===== src/lpfc_pkg.sv =====
// ----------------------------------------------------------------------------
// lpfc_pkg: shared types and constants for the frame CRC checker
// Status codes, CRC constants and the result record passed between modules.
// ----------------------------------------------------------------------------
`default_nettype none

package lpfc_pkg;

  localparam int unsigned ByteW   = 8;
  localparam int unsigned WordW   = 32;
  localparam int unsigned StatusW = 2;
  // Payload count never exceeds a length with bit 31 clear.
  localparam int unsigned CountW  = WordW - 1;

  localparam logic [WordW-1:0] CrcPoly = 32'hEDB8_8320;
  localparam logic [WordW-1:0] CrcInit = 32'hFFFF_FFFF;

  localparam logic [StatusW-1:0] StatusMatch    = 2'd0;
  localparam logic [StatusW-1:0] StatusMismatch = 2'd1;
  localparam logic [StatusW-1:0] StatusBadLen   = 2'd2;

  // Output tdata: status, frame_length, computed_crc, received_crc, zero pad.
  localparam int unsigned ResultBits = StatusW + 3 * WordW;
  localparam int unsigned OutDataW   = ((ResultBits + ByteW - 1) / ByteW) * ByteW;

  typedef struct packed {
    logic               fire;
    logic [StatusW-1:0] status;
    logic [WordW-1:0]   frame_length;
    logic [WordW-1:0]   computed_crc;
    logic [WordW-1:0]   received_crc;
  } result_t;

endpackage

`default_nettype wire


===== src/lpfc_crc_byte.sv =====
// ----------------------------------------------------------------------------
// lpfc_crc_byte: one-byte CRC-32 update
// Reflected CRC-32, eight bit steps folded into one combinational pass.
// ----------------------------------------------------------------------------
`default_nettype none

module lpfc_crc_byte (
  input  wire logic [lpfc_pkg::WordW-1:0] crc_in,
  input  wire logic [lpfc_pkg::ByteW-1:0] data_in,
  output logic      [lpfc_pkg::WordW-1:0] crc_out
);

  always_comb begin
    logic [lpfc_pkg::WordW-1:0] c;
    c = crc_in ^ {{(lpfc_pkg::WordW - lpfc_pkg::ByteW){1'b0}}, data_in};
    for (int k = 0; k < lpfc_pkg::ByteW; k++) begin
      if (c[0]) begin
        c = (c >> 1) ^ lpfc_pkg::CrcPoly;
      end else begin
        c = c >> 1;
      end
    end
    crc_out = c;
  end

endmodule

`default_nettype wire


===== src/lpfc_frame_fsm.sv =====
// ----------------------------------------------------------------------------
// lpfc_frame_fsm: frame parser and checksum compare
// Holds phase, counter, length, running CRC and received checksum; advances
// one byte per step and flags a result when a frame or a bad length closes.
// ----------------------------------------------------------------------------
`default_nettype none

module lpfc_frame_fsm (
  input  wire logic                       clk,
  input  wire logic                       rst_n,
  input  wire logic                       step,
  input  wire logic [lpfc_pkg::ByteW-1:0] data_byte,
  output lpfc_pkg::result_t               res
);

  typedef enum logic [1:0] {
    PH_LENGTH  = 2'd0,
    PH_PAYLOAD = 2'd1,
    PH_CHECK   = 2'd2
  } phase_t;

  phase_t                       phase_r,  phase_nxt;
  logic [lpfc_pkg::CountW-1:0]  cnt_r,    cnt_nxt;
  logic [lpfc_pkg::WordW-1:0]   len_r,    len_nxt;
  logic [lpfc_pkg::WordW-1:0]   crc_r,    crc_nxt;
  logic [lpfc_pkg::WordW-1:0]   chk_r,    chk_nxt;
  logic [lpfc_pkg::WordW-1:0]   crc_upd;
  logic [lpfc_pkg::WordW-1:0]   len_base;
  logic [lpfc_pkg::WordW-1:0]   len_shift;
  logic [lpfc_pkg::WordW-1:0]   chk_shift;
  logic [lpfc_pkg::WordW-1:0]   crc_final;
  logic [lpfc_pkg::CountW-1:0]  cnt_inc;

  lpfc_crc_byte u_crc (
    .crc_in  (crc_r),
    .data_in (data_byte),
    .crc_out (crc_upd)
  );

  assign cnt_inc   = cnt_r + 1'b1;
  assign len_base  = (cnt_r == '0) ? '0 : len_r;
  assign len_shift = {len_base[lpfc_pkg::WordW-lpfc_pkg::ByteW-1:0], data_byte};
  assign chk_shift = {chk_r[lpfc_pkg::WordW-lpfc_pkg::ByteW-1:0], data_byte};
  assign crc_final = ~crc_r;

  always_comb begin
    phase_nxt = phase_r;
    cnt_nxt   = cnt_r;
    len_nxt   = len_r;
    crc_nxt   = crc_r;
    chk_nxt   = chk_r;
    res       = '0;

    unique case (phase_r)
      PH_PAYLOAD: begin
        crc_nxt = crc_upd;
        cnt_nxt = cnt_inc;
        if (cnt_inc == len_r[lpfc_pkg::CountW-1:0]) begin
          phase_nxt = PH_CHECK;
          cnt_nxt   = '0;
          chk_nxt   = '0;
        end
      end
      PH_CHECK: begin
        chk_nxt = chk_shift;
        cnt_nxt = cnt_inc;
        if (cnt_r[1:0] == 2'd3) begin
          res.fire         = 1'b1;
          res.status       = (crc_final == chk_shift) ? lpfc_pkg::StatusMatch
                                                      : lpfc_pkg::StatusMismatch;
          res.frame_length = len_r;
          res.computed_crc = crc_final;
          res.received_crc = chk_shift;
          phase_nxt = PH_LENGTH;
          cnt_nxt   = '0;
          crc_nxt   = lpfc_pkg::CrcInit;
          chk_nxt   = '0;
        end
      end
      default: begin
        // Length phase; the unused phase code parses the same way.
        len_nxt   = len_shift;
        cnt_nxt   = cnt_inc;
        phase_nxt = PH_LENGTH;
        if (cnt_r[1:0] == 2'd3) begin
          cnt_nxt = '0;
          crc_nxt = lpfc_pkg::CrcInit;
          chk_nxt = '0;
          if (len_shift[lpfc_pkg::WordW-1]) begin
            res.fire         = 1'b1;
            res.status       = lpfc_pkg::StatusBadLen;
            res.frame_length = len_shift;
          end else begin
            phase_nxt = (len_shift == '0) ? PH_CHECK : PH_PAYLOAD;
          end
        end
      end
    endcase

    if (!step) begin
      res.fire = 1'b0;
    end
  end

  always_ff @(posedge clk) begin
    if (!rst_n) begin
      phase_r <= PH_LENGTH;
      cnt_r   <= '0;
      len_r   <= '0;
      crc_r   <= lpfc_pkg::CrcInit;
      chk_r   <= '0;
    end else if (step) begin
      phase_r <= phase_nxt;
      cnt_r   <= cnt_nxt;
      len_r   <= len_nxt;
      crc_r   <= crc_nxt;
      chk_r   <= chk_nxt;
    end
  end

endmodule

`default_nettype wire


===== src/length_prefixed_frame_crc_check_core.sv =====
// ----------------------------------------------------------------------------
// length_prefixed_frame_crc_check_core: length-prefixed frame CRC-32 checker
// Parses back-to-back frames (4-byte big-endian length, payload, 4-byte
// big-endian CRC-32) and reports match, mismatch or a bad length per frame.
// ----------------------------------------------------------------------------
//
//  Channel   Dir  Width  Contents
//  in_*      in   8      one stream byte per request
//  out_*     out  104    one status request per frame (or per bad length)
//
//  Flow: one byte per clock sustained while the result register is free or
//  being drained. A byte lands in the input register, then the parser and
//  byte-wide CRC update (one pass, 8 folded bit steps) consume it, writing
//  the result register when a frame closes or a length is bad. Result valid
//  is registered: it comes from that result register, not from the parser.
//  Reset: rst_n low clears the valid flags of both stages and puts the parser
//  in the length phase with the CRC preset to all ones.
//  Stalls: a result held in the output register stops the parser only while
//  out_tready is low; in_tready then drops once the input register is full.
//
`default_nettype none

module length_prefixed_frame_crc_check_core (
  input  wire logic                          clk,
  input  wire logic                          rst_n,

  input  wire logic                          in_tvalid,
  output logic                               in_tready,
  input  wire logic [lpfc_pkg::ByteW-1:0]    in_tdata,   // [7:0] data_byte

  output logic                               out_tvalid,
  input  wire logic                          out_tready,
  // [1:0] status, [33:2] frame_length, [65:34] computed_crc,
  // [97:66] received_crc, [103:98] zero
  output logic [lpfc_pkg::OutDataW-1:0]      out_tdata
);

  logic                        in_vld_r;
  logic [lpfc_pkg::ByteW-1:0]  in_byte_r;
  logic                        out_vld_r;
  lpfc_pkg::result_t           out_res_r;
  lpfc_pkg::result_t           res;
  logic                        advance;

  // Consume the held byte whenever the result slot is free or being drained.
  assign advance   = in_vld_r && (!out_vld_r || out_tready);
  assign in_tready = !in_vld_r || advance;

  always_ff @(posedge clk) begin
    if (!rst_n) begin
      in_vld_r <= 1'b0;
    end else if (in_tready) begin
      in_vld_r <= in_tvalid;
    end
  end

  always_ff @(posedge clk) begin
    if (in_tvalid && in_tready) begin
      in_byte_r <= in_tdata;
    end
  end

  lpfc_frame_fsm u_fsm (
    .clk       (clk),
    .rst_n     (rst_n),
    .step      (advance),
    .data_byte (in_byte_r),
    .res       (res)
  );

  // Load a new result, or drop the shown one once the sink takes it.
  always_ff @(posedge clk) begin
    if (!rst_n) begin
      out_vld_r <= 1'b0;
    end else if (res.fire) begin
      out_vld_r <= 1'b1;
    end else if (out_tready) begin
      out_vld_r <= 1'b0;
    end
  end

  always_ff @(posedge clk) begin
    if (res.fire) begin
      out_res_r <= res;
    end
  end

  assign out_tvalid = out_vld_r;
  assign out_tdata  = {{(lpfc_pkg::OutDataW - lpfc_pkg::ResultBits){1'b0}},
                       out_res_r.received_crc,
                       out_res_r.computed_crc,
                       out_res_r.frame_length,
                       out_res_r.status};

endmodule

`default_nettype wire


===== config.mk =====
export PLATFORM = sky130hd
export DESIGN_NAME = length_prefixed_frame_crc_check_core
export DESIGN_NICKNAME = d
export VERILOG_FILES = /design/src/lpfc_pkg.sv /design/src/lpfc_crc_byte.sv /design/src/lpfc_frame_fsm.sv /design/src/length_prefixed_frame_crc_check_core.sv
export SDC_FILE = /design/constraint.sdc
export NUM_CORES = 1
export LEC_CHECK = 0
export BUFFER_PORTS_ARGS = -buffer_cell sky130_fd_sc_hd__buf_2
export CAP_MARGIN = 15
export CORE_MARGIN = 5
export CORE_UTILIZATION = 40
export CTS_CLUSTER_DIAMETER = 80
export DETAILED_ROUTE_END_ITERATION = 10
export PLACE_DENSITY_LB_ADDON = 0.2
export SYNTH_ARGS = -nofsm -noshare
export SYNTH_HDL_FRONTEND = slang
export SYNTH_SLANG_ARGS = --single-unit

===== constraint.sdc =====
create_clock -name clk -period 7.1 [get_ports clk]
set_clock_uncertainty 0.1 [all_clocks]
set_input_delay 0.355 -clock clk [delete_from_list [all_inputs] [get_ports clk]]
set_output_delay 0.355 -clock clk [all_outputs]
set_load 0.02 [all_outputs]

======== Word level (Yosys, flattened, before mapping) ========
Index checks and enable logic that the tools add are counted.
operators by class
  add/subtract/negate cells ............... 1
  eq/ne operators ......................... 7
  muxes and demuxes ....................... 32
  bitwise logic cells ..................... 11
  reductions and logical operators ........ 17
operators with widths
  cell                                                              count
  32-bit 2-to-1 mux                                                 10
  13-bit inverter with 14-bit output                                8
  99-bit 2-to-1 mux                                                 1
  24-bit 2-to-1 mux                                                 4
  31-bit 2-to-1 mux                                                 3
  35-bit 2-to-1 mux                                                 2
  35-bit one-hot mux with 2 select lines                            1
  24-bit one-hot mux with 2 select lines                            1
  32-bit equality test                                              1
  32-bit logical NOT                                                1
  32-bit inverter                                                   1
  32-bit by 8-bit XOR with 32-bit output                            1
  31-bit by 1-bit adder with 31-bit output (second input constant)  1
  31-bit equality test                                              1
  31-bit logical NOT                                                1
  2-bit 2-to-1 mux                                                  5
  2-bit AND reduction                                               3
  3-bit AND reduction                                               2
  2-bit equality test (second input constant)                       2
  1-bit 2-to-1 mux                                                  4
  2-bit by 1-bit != test with 1-bit output (second input constant)  2
  2-bit one-hot mux with 2 select lines                             1
  2-bit nonzero test                                                2
  3-bit nonzero test                                                1
  other kinds (6)                                                   9
word-level totals
  bits in registers ....................... 229
  input port bits ......................... 12
  output and inout port bits .............. 106

======== Depth between registers and ports, before layout ========
  depth in word-level cells ............... 18
  depth in mapped cells ................... 13
  gate-level depth less buffers ........... 11

======== By module ========
From an unflattened synthesis, not the netlist that was laid out.
unflattened totals
  cell total of the unflattened synthesis .. 1119
  area total of the unflattened synthesis .. 11506.0 um^2
modules (own cells, without submodules)
  module                                times used  cells each  area an instance (um^2)  seq. area each (um^2)
  lpfc_frame_fsm                        1           933         7215.7                   2422.3
  length_prefixed_frame_crc_check_core  1           122         3335.7                   3223.1
  lpfc_crc_byte                         1           64          954.7                    0.0

======== Worst setup path before layout ========
OpenSTA, ideal clock, no wires.
  path kind ............................... reg-to-reg
  start point ............................. register u_fsm.cnt_r[0] (netlist name)
  end point ............................... register out_res_r (netlist bit out_tdata[0]), enable pin
  setup time .............................. 0.557 ns
  data arrival time ....................... 5.713 ns
  data required time ...................... 6.443 ns
  setup slack ............................. 0.730 ns
  stages on the path, launching flop included .. 10
  path buffers ............................ 0
  cell sequence ........................... dfxtp_1 inv_1 ha_1 nor4b_1 and4_1 nand4_1 nand2_1 nor2_1 nor2_1 nor2_1
RTL lines
  what                    RTL line                                    text
  from (decl)             lpfc_frame_fsm.sv:23                        logic [lpfc_pkg::CountW-1:0] cnt_r, cnt_nxt;
  from (signal assigned)  lpfc_frame_fsm.sv:114                       cnt_r <= cnt_nxt;
  to (signal assigned)    length_prefixed_frame_crc_check_core.sv:84  out_res_r <= res;
  to (decl)               length_prefixed_frame_crc_check_core.sv:41  lpfc_pkg::result_t out_res_r;

======== Worst setup path in the final report ========
  start point ............................. register u_fsm.cnt_r[0] (netlist name)
  end point ............................... register u_fsm.cnt_r[13] (netlist name)
on the way
  longest elaborated chain between the ends .. 4
  elaborated cells between the ends (all ways) .. 6
RTL lines
  what                                      RTL line              text
  31-bit by 1-bit adder with 31-bit output  lpfc_frame_fsm.sv:40  assign cnt_inc = cnt_r + 1'b1;
  31-bit equality test                      lpfc_frame_fsm.sv:58  if (cnt_inc == len_r[lpfc_pkg::CountW-1:0]) begin
  31-bit 2-to-1 mux                         lpfc_frame_fsm.sv:58
  31-bit 2-to-1 mux *                       --
Mark *: on every way between the ends. The rest lies on a longest branch, timed or not.
A chain may end at the register's enable or synchronous reset.

==> metrics.md <==
| Metric | Value |
|---|---|
| Layout Area Growth over Synthesis | 15.6% |
| Outcome | completed |
| F_max | 0.221 GHz |
| Min Tclk post-route | 4.52 ns |
| Ys flop type | dfxtp_1 |
| Post-synth EDFFs | 106 |
| CTS tree | yes |
| Worst supply voltage drop on vdd | 0.140 mV |
| Share of layout cells above drive strength 1 | 15.8% |
| Yosys top cell area share | 28.8% |
| Slew @ Worst Pin | 1.15 ns |
| Pleak | 0.00452 uW |
| Post-Place Cells | 1,504 |
| Max-cap viol count | 0 |
| CP cell instances | ha_1 > buf_4 > inv_1 > ha_1 > xnor2_1 > a2111oi_0 > nand3_1 > a2111o_1 > nor4_4 > a41oi_1 > o21ai_1 > nor2_1 |
| Global Route Usage Sum | 19.1% |
| Cts repair resizes | 0 |
| Layout Nets | 1,190 |
| Ys Warns | 0 |
| Num ports | 118 |
| Die area | 0.0310 sq mm |
| Vias per inst | 5.30 |
| Clock Sinks | 229 |
| Crit-path most repeated cell | ha_1 |
| Syn Inst Count | 1,085 |
| Worst hold slack | 0.120 ns |
| Die H | 176 um |
| Port buffer count | 111 |
| Min-Delay Path Class | in2reg |
| Fin cells | 1,561 |
| Core region area | 0.0271 sq mm |
| Slew margin rel. | 22.9% |
| Worst-Skew Late Latency | 0.53 ns |
| Mean Syn Cell Area | 10.2 sq um |
| Critical path arrival | 4.78 ns |
| Initial core utilization | 40.8% |
| Seq/Total Area, Yosys | 51.1% |
| Critical Path End Type | flip-flop |
| Die width | 176 um |
| Per-cell routed wire length | 19.4 um |
| Final worst setup slack | 2.58 ns |
| Maximum fanout along the worst path | 39 |
| Tcrit/Tclk final | 63.6% |
| Final wirelength | 30,300 um |
| DRC | 0 |
| Worst setup path category | reg2reg |
| Vias after detailed routing | 8,275 |
| Number of CTS-inserted buffers | 25 |
| 1st-iter DRT viols | 823 |
| Hpwl dp | 20,700 um |
| Slowest stage delay, CP | 0.85 ns |
| Setup violators final | 0 |
| Antenna-violating nets left | 0 |
| Drt first pass iters | 5 |
| Postcts setup bufs | 0 |
| Total gr overflow | 0 |
| Ant. Diodes | 0 |
| Hold Violations, Final | 0 |
| First-pass GRT wire length | 47,300 um |
| Slowest cell on crit path | o21ai_1 |
| Clk pin slew, worst setup/hold paths | 0.06 ns |
| TNS Setup | 0 ns |
| Setup crit start kind | flip-flop |
| Synthesized area | 0.0110 sq mm |
| Max Slew Vio Count | 0 |
| Rows | 60 |
| DP Area | 0.0118 sq mm |
| Post-place setup slack | 2.55 ns |
| Initial antenna violation count | 0 |
| Cell taking the most area after synthesis | edfxtp_1 |
| Async set-or-reset flop fraction in the synthesized netlist | 0% |
| CTS H-tree lvls | 1 |
| CTS Buffer Depth | 3 |
| Unique masters post-synth | 68 |
| Final non-filler cell area | 0.0128 sq mm |
| Synth area leaders | edfxtp_1, dfxtp_1, xnor2_1, nand2_1, xor2_1 |
| Routability cong. | 0.904 |
| Largest net degree at the start of global routing | 69 |
| Req. time, crit path | 7.37 ns |
| Root buf cell | clkbuf_16 |
| RSZ-0062 raised after global routing | false |
| Vias in the first global route | 7,836 |
| FF+latch count, synth | 229 |
| Cell Pwr Density | 225 mW/mm^2 |
==> worst max-delay path, delay by kind of cell (launching register included) <==
| family | cells | cell delay (ns) |
|---|---|---|
| compound gates | 4 | 1.90 |
| simple gates | 3 | 0.68 |
| fa+ha+maj | 2 | 0.58 |
| buf+inv | 2 | 0.51 |
| flops | 1 | 0.46 |
| xor+xnor | 1 | 0.13 |
==> flip-flops by register name (all words and copies together) (netlist names) <==
signal	cells
in_byte_r	8
u_fsm.chk_r	24
u_fsm.crc_r	32
out_tvalid	1
out_tdata	98
in_vld_r	1
u_fsm.cnt_r	31
u_fsm.phase_r	2
u_fsm.len_r	32
==> timing repair <==
item | 4_1_cts | 5_1_grt
hold endpoints to repair | 9 | 0
endpoints found under the setup margin | 0 | 0
hold buffers | 9 | 0
==> through the flow <==
stage / total power [uW] / util, %
after global routing: 2970 / 47.1
after detailed placement: 1620 / 43.6
after CTS: 2900 / 46.9
after floorplan: 1570 / -
final: 2870 / 47.1
after global placement: 1620 / 43.6
==> worst paths after layout <==
path / start / endpoint / slack [ns] / depth (start not counted)
hold reg to reg: u_fsm.phase_r[1] / u_fsm.phase_r[1] / 0.39 / 2
hold / removal: out_tready / out_tvalid / 0.12 / 3
setup reg to reg: u_fsm.cnt_r[0] / u_fsm.cnt_r[13] / 2.58 / 12
setup / recovery: u_fsm.cnt_r[0] / u_fsm.cnt_r[13] / 2.58 / 12
==> cell type report <==
cell class,count,area [sq um]
Multi-Input combinational cell,765,5000
Sequential cell,229,5650
Clock buffer,33,676
Inverter,12,45.0
Timing Repair Buffer,138,821
Clock inverter,12,123
Tap cell,372,465
Fill cell,2530,14300
==> power breakdown <==
part	switching (uW)	internal, uW	leakage, uW
sequential	20.1	1380	0.00199
clock	530	744	0.000391
combinational	112	86.8	0.00214
==> cell families after synthesis <==
| group | Yosys count | share of synthesized area (%) |
|---|---|---|
| AOI/OAI and AO/OA | 162 | 10.6 |
| adders and majority gates | 7 | 0.793 |
| DFF | 229 | 51.1 |
| xor gates and xnor gates | 155 | 12.4 |
| muxes | 29 | 2.64 |
| other | 1 | 0.0340 |
| buffers and inverters | 96 | 3.95 |
| and+or+nand+nor | 406 | 18.5 |
==> synth_stat cells, types with 6 or more instances <==
cell type / instances
nor2_1: 73
inv_1: 12
nand3_1: 44
ha_1: 7
buf_4: 10
clkbuf_1: 61
nand4_1: 18
dfxtp_1: 123
xor2_1: 38
a21oi_1: 12
o21ai_0: 13
nor3_1: 8
mux2i_1: 28
edfxtp_1: 106
a22o_1: 31
o22ai_1: 33
buf_2: 7
nor4_1: 23
a21boi_0: 33
xnor2_1: 116
nand2_1: 157
and3_1: 41
and2_1: 6
a31oi_1: 13
==> cell usage in the layout, fill, tap and decap left out, types with 4 or more instances in the layout <==
| cell type | instances |
|---|---|
| ha_1 | 7 |
| nand3_1 | 44 |
| clkinv_2 | 5 |
| buf_2 | 111 |
| mux2i_1 | 28 |
| clkbuf_1 | 6 |
| xnor2_1 | 116 |
| and2_1 | 6 |
| dlygate4sd3_1 | 9 |
| nand4_1 | 18 |
| a21boi_0 | 33 |
| nor3_1 | 8 |
| nor4_1 | 23 |
| edfxtp_1 | 106 |
| nand2_1 | 157 |
| a21oi_1 | 12 |
| nor2b_1 | 5 |
| dfxtp_1 | 123 |
| o22ai_1 | 33 |
| buf_4 | 16 |
| inv_1 | 12 |
| a31oi_1 | 13 |
| a22o_1 | 31 |
| o21ai_0 | 13 |
| and3_1 | 41 |
| clkbuf_16 | 25 |
| o211ai_1 | 4 |
| o31ai_1 | 5 |
| xor2_1 | 38 |
| nor2_1 | 69 |
| conb_1 | 6 |
==> routing by layer <==
layer | global-route usage, % | wire, um | share of wire (%) | vias to the layer above
met3 | 3.32 | 2180 | 7.2 | 36
li1 | - | - | - | 4021
met2 | 27.0 | 12700 | 42 | 268
met5 | 0 | 0 | 0 | -
met4 | 4.00 | 431 | 1.4 | 0
met1 | 30.3 | 14900 | 49 | 3950
No activity file was read; power rests on OpenSTA's default activity.
